<file path="config.mk">
export PLATFORM = sky130hd
export DESIGN_NAME = hpq_cell
export DESIGN_NICKNAME = d
export VERILOG_FILES = /design/src/hdl/hpq_pkg.sv /design/src/hdl/hpq_cell.sv
export SDC_FILE = /design/constraint.sdc
export NUM_CORES = 1
export LEC_CHECK = 0
export BUFFER_PORTS_ARGS = -buffer_cell sky130_fd_sc_hd__buf_4
export CAP_MARGIN = 40
export CORE_MARGIN = 2
export CORE_UTILIZATION = 50
export DETAILED_ROUTE_END_ITERATION = 10
export MAX_ROUTING_LAYER = met4
export PLACE_DENSITY = 0.94
export REMOVE_ABC_BUFFERS = 1
export SYNTH_ARGS = -nofsm -noshare
export SYNTH_HDL_FRONTEND = slang
export SYNTH_SLANG_ARGS = --single-unit
</file>
<file path="constraint.sdc">
create_clock -name clk -period 7.6 [get_ports clk]
set_input_delay 0 -clock clk [delete_from_list [all_inputs] [get_ports clk]]
set_output_delay 0 -clock clk [all_outputs]
set_load 0.005 [all_outputs]
</file>
<file path="src/hdl/hpq_pkg.sv">
// Shared types and constants for the binary max heap priority queue unit.
package hpq_pkg;

    localparam int CAPACITY_DEF  = 64;
    localparam int KEY_WIDTH_DEF = 32;

    typedef enum logic {
        MODE_INSERT = 1'b0,
        MODE_REMOVE = 1'b1
    } mode_t;

    typedef enum logic [1:0] {
        ERR_OK    = 2'd0,
        ERR_FULL  = 2'd1,
        ERR_EMPTY = 2'd2
    } err_t;

    typedef struct packed {
        mode_t       mode;
        logic [31:0] key_in;
    } req_t;

    typedef struct packed {
        logic [31:0] max_out;
        logic        max_valid;
        logic [6:0]  count_after;
        err_t        error_code;
    } rsp_t;

    typedef struct packed {
        logic ins_en;
        logic rem_en;
    } cell_ctrl_t;

endpackage

</file>
<file path="src/hdl/hpq_cell.sv">
// One storage cell of the sorted key chain: holds one key, shifts on insert and remove.
module hpq_cell #(
    parameter int KEY_WIDTH = hpq_pkg::KEY_WIDTH_DEF,
    parameter int CNT_W     = 7,
    parameter int INDEX     = 0
) (
    input  logic                   clk,
    input  hpq_pkg::cell_ctrl_t    ctrl,
    input  logic [KEY_WIDTH-1:0]   new_key,
    input  logic [KEY_WIDTH-1:0]   left_key,
    input  logic                   left_stay,
    input  logic [KEY_WIDTH-1:0]   right_key,
    input  logic [CNT_W-1:0]       count,
    output logic [KEY_WIDTH-1:0]   key,
    output logic                   stay
);

    logic [KEY_WIDTH-1:0] key_reg;
    logic [KEY_WIDTH-1:0] key_next;
    logic                 occupied;

    assign occupied = count > CNT_W'(INDEX);
    assign stay     = occupied && !(key_reg < new_key);
    assign key      = key_reg;

    always_comb
    begin
        key_next = key_reg;
        if (ctrl.ins_en && !stay)
        begin
            key_next = left_stay ? new_key : left_key;
        end
        else if (ctrl.rem_en)
        begin
            key_next = right_key;
        end
    end

    always_ff @(posedge clk)
    begin
        key_reg <= key_next;
    end

endmodule

</file>
==> impl_metrics.tcl <==
set metrics [dict create \
    drive_gt1_share_pct 59.6 \
    dieArea_mm2 0.00602 \
    numCtsBuffers 5 \
    tritoncts "done" \
    netlist_area_mm2 0.00271 \
    rsz0062_at_grt "no" \
    arrival_ns 3.00 \
    drc 0 \
    status "completed" \
    synth_top_area_share_pct 35.5 \
    fmax_ghz 0.336 \
    wl_met1_um 2710 \
    slew_headroom_pct 46.7 \
    track_usage_pct 25.2 \
    cts-root-buf "clkbuf_8" \
    grt_max_degree 33 \
    diodes 0 \
    synth_seq_cells 32 \
    critPathMaxFanout 32 \
    clock_latency_ns 0.28 \
    yosys-top-cells-area "edfxtp_1 (35%), mux2_4 (16%), mux2_2 (15%), ha_1 (14%), inv_1 (4.6%)" \
    clock-sinks 32 \
    setup-tns-final_ns 0 \
    firstDrtPassIters 4 \
    synth_ff_type "edfxtp_1" \
    rows 26 \
    die_y_um 77.6 \
    period_share_pct 39.1 \
    finalHoldViolations 0 \
    syn_inst 220 \
    die_width_um 77.6 \
    skew_ns 0.00164 \
    grt_pass1_wl_um 11500 \
    fillers 365 \
    clk_pin_slew_ns 0.07 \
    vias_per_cell 5.29 \
    period_minus_slack_ns 2.97 \
    critPathRequiredTime_ns 7.63 \
    synth-async-reset-ratio_pct 0 \
    ant_nets 0 \
    p_leak_nw 1.91 \
    dr_total_vias 2271 \
    synth_common_cells "mux2_2 (35), inv_1 (33), edfxtp_1 (32), ha_1 (31), mux2_4 (29)" \
    htreeDepth 2 \
    synth_top_cell_by_area "edfxtp_1" \
    wirelength_um 7310 \
    synth-edff-count 32 \
    ir_drop_v 0.0000976 \
    placedCellCount 422 \
    initialDrtViolationCount 70 \
    port_buffers 139 \
    overflow 0 \
    postCtsSetupRepairBufs 0 \
    setup_viol 0 \
    cap_violations 0 \
    yosys_warnings 0 \
    wl_met2_um 4070 \
    place.gp.congestion 0.774 \
    antenna_found_initial 0 \
    whs_ns 0.0169 \
    stdcell_count 429 \
    yosysMostFrequentCell "mux2_2" \
    finalMaxSlewViolations 0 \
    placed_cell_area_mm2 0.00376 \
    dp_hpwl_um 5850 \
    routed.top_layer "met4" \
    ys_types 26 \
    grt_pass1_vias 2427 \
    startpoint_type "flip-flop" \
    cp-end-kind "flip-flop" \
    cts_resized 0 \
    largest_reg_flops 32 \
    nets 497 \
    routedWlPerCell_um 17.0 \
    stdcell_area_mm2 0.00384 \
    hold_path.class "input port to flip-flop" \
    start_util_pct 52.3 \
    p_per_area_mw_per_mm2 160 \
    fp.coreArea_mm2 0.00517 \
    worstSetupPathType "flip-flop to flip-flop" \
    ys_seq_area_share_pct 35.5 \
    cts_hold_buf 0 \
    area_growth_pct 41.7 \
    total_power_mw 0.612 \
    wl_met3_um 476 \
    cts_max_path_buffers 2 \
    avgSynthCellArea_um2 12.3 \
    num_io_pins 140 \
    worst_slew_pin_slew_ns 0.800 \
]
[stage by stage]
step                setup WS (ns)  utilization, %
global route                 4.43            74.2
floorplan                    4.07               -
global placement             4.68            72.7
finish                       4.63            74.2
CTS                          4.61            74.2
detailed placement           4.66            72.7
[report_power, final]
group	internal (mW)	switching [mW]	total (mW)
Clock	0.0605	0.0635	0.124
Sequential	0.229	0.0162	0.246
Combinational	0.145	0.0974	0.243
[worst max-delay path, cell delays in order, from the launching register on]
cell       delay, ns
edfxtp_1        0.42
ha_1            0.29
a2111oi_0       0.40
nor4_1          0.10
nor4_1          0.35
o211a_2         0.25
buf_4           0.49
mux2_2          0.42
[path summary, 6_finish.rpt]
check | startpoint | end | slack (ns) | depth (start not counted)
hold reg to reg | key[27]$_DFFE_PP_ | key[28]$_DFFE_PP_ | 1.50 | 6
setup / recovery | key[1]$_DFFE_PP_ | key[31]$_DFFE_PP_ | 4.63 | 7
hold / removal | right_key[16] | key[16]$_DFFE_PP_ | 0.02 | 2
setup reg to reg | key[1]$_DFFE_PP_ | key[31]$_DFFE_PP_ | 4.63 | 7
[layer usage]
layer,GRT usage (%),up-vias
met5,-,-
met4,6.07,0
met3,5.70,6
met2,47.9,109
met1,25.9,1071
li1,-,1085
[layout make-up]
type                            count  area (µm²)  share of cell area (%)
Inverter                           33         124                    3.23
Clock inverter                      2        7.51                   0.196
Tap cell                           70        87.6                    2.28
Multi-Input combinational cell    147        1540                    40.1
Sequential cell                    32         961                    25.0
Timing Repair Buffer              140        1050                    27.4
Clock buffer                        5        68.8                    1.79
[cell families after synthesis]
group | after synthesis | share of synthesized area, %
flip-flops | 32 | 35.5
adder cells (fa/ha/maj) | 31 | 14.3
AO/OA/AOI/OAI | 24 | 5.59
multiplexers | 64 | 30.6
AND/OR/NAND/NOR | 28 | 6.19
buffers and inverters | 41 | 7.76
[placed cells by master, fill, tap and decap left out, types with 3 or more instances in the layout]
cell type / synthesis / layout
a21oi_1: 12 / 12
buf_4: 0 / 140
clkbuf_8: 0 / 5
edfxtp_1: 32 / 32
ha_1: 31 / 31
inv_1: 33 / 33
mux2_2: 35 / 35
mux2_4: 29 / 29
nand2_1: 7 / 7
nand3_1: 4 / 4
nand4_1: 6 / 6
nor4_1: 3 / 3
o21ai_0: 5 / 5
Power figures use the tool's default switching activity.
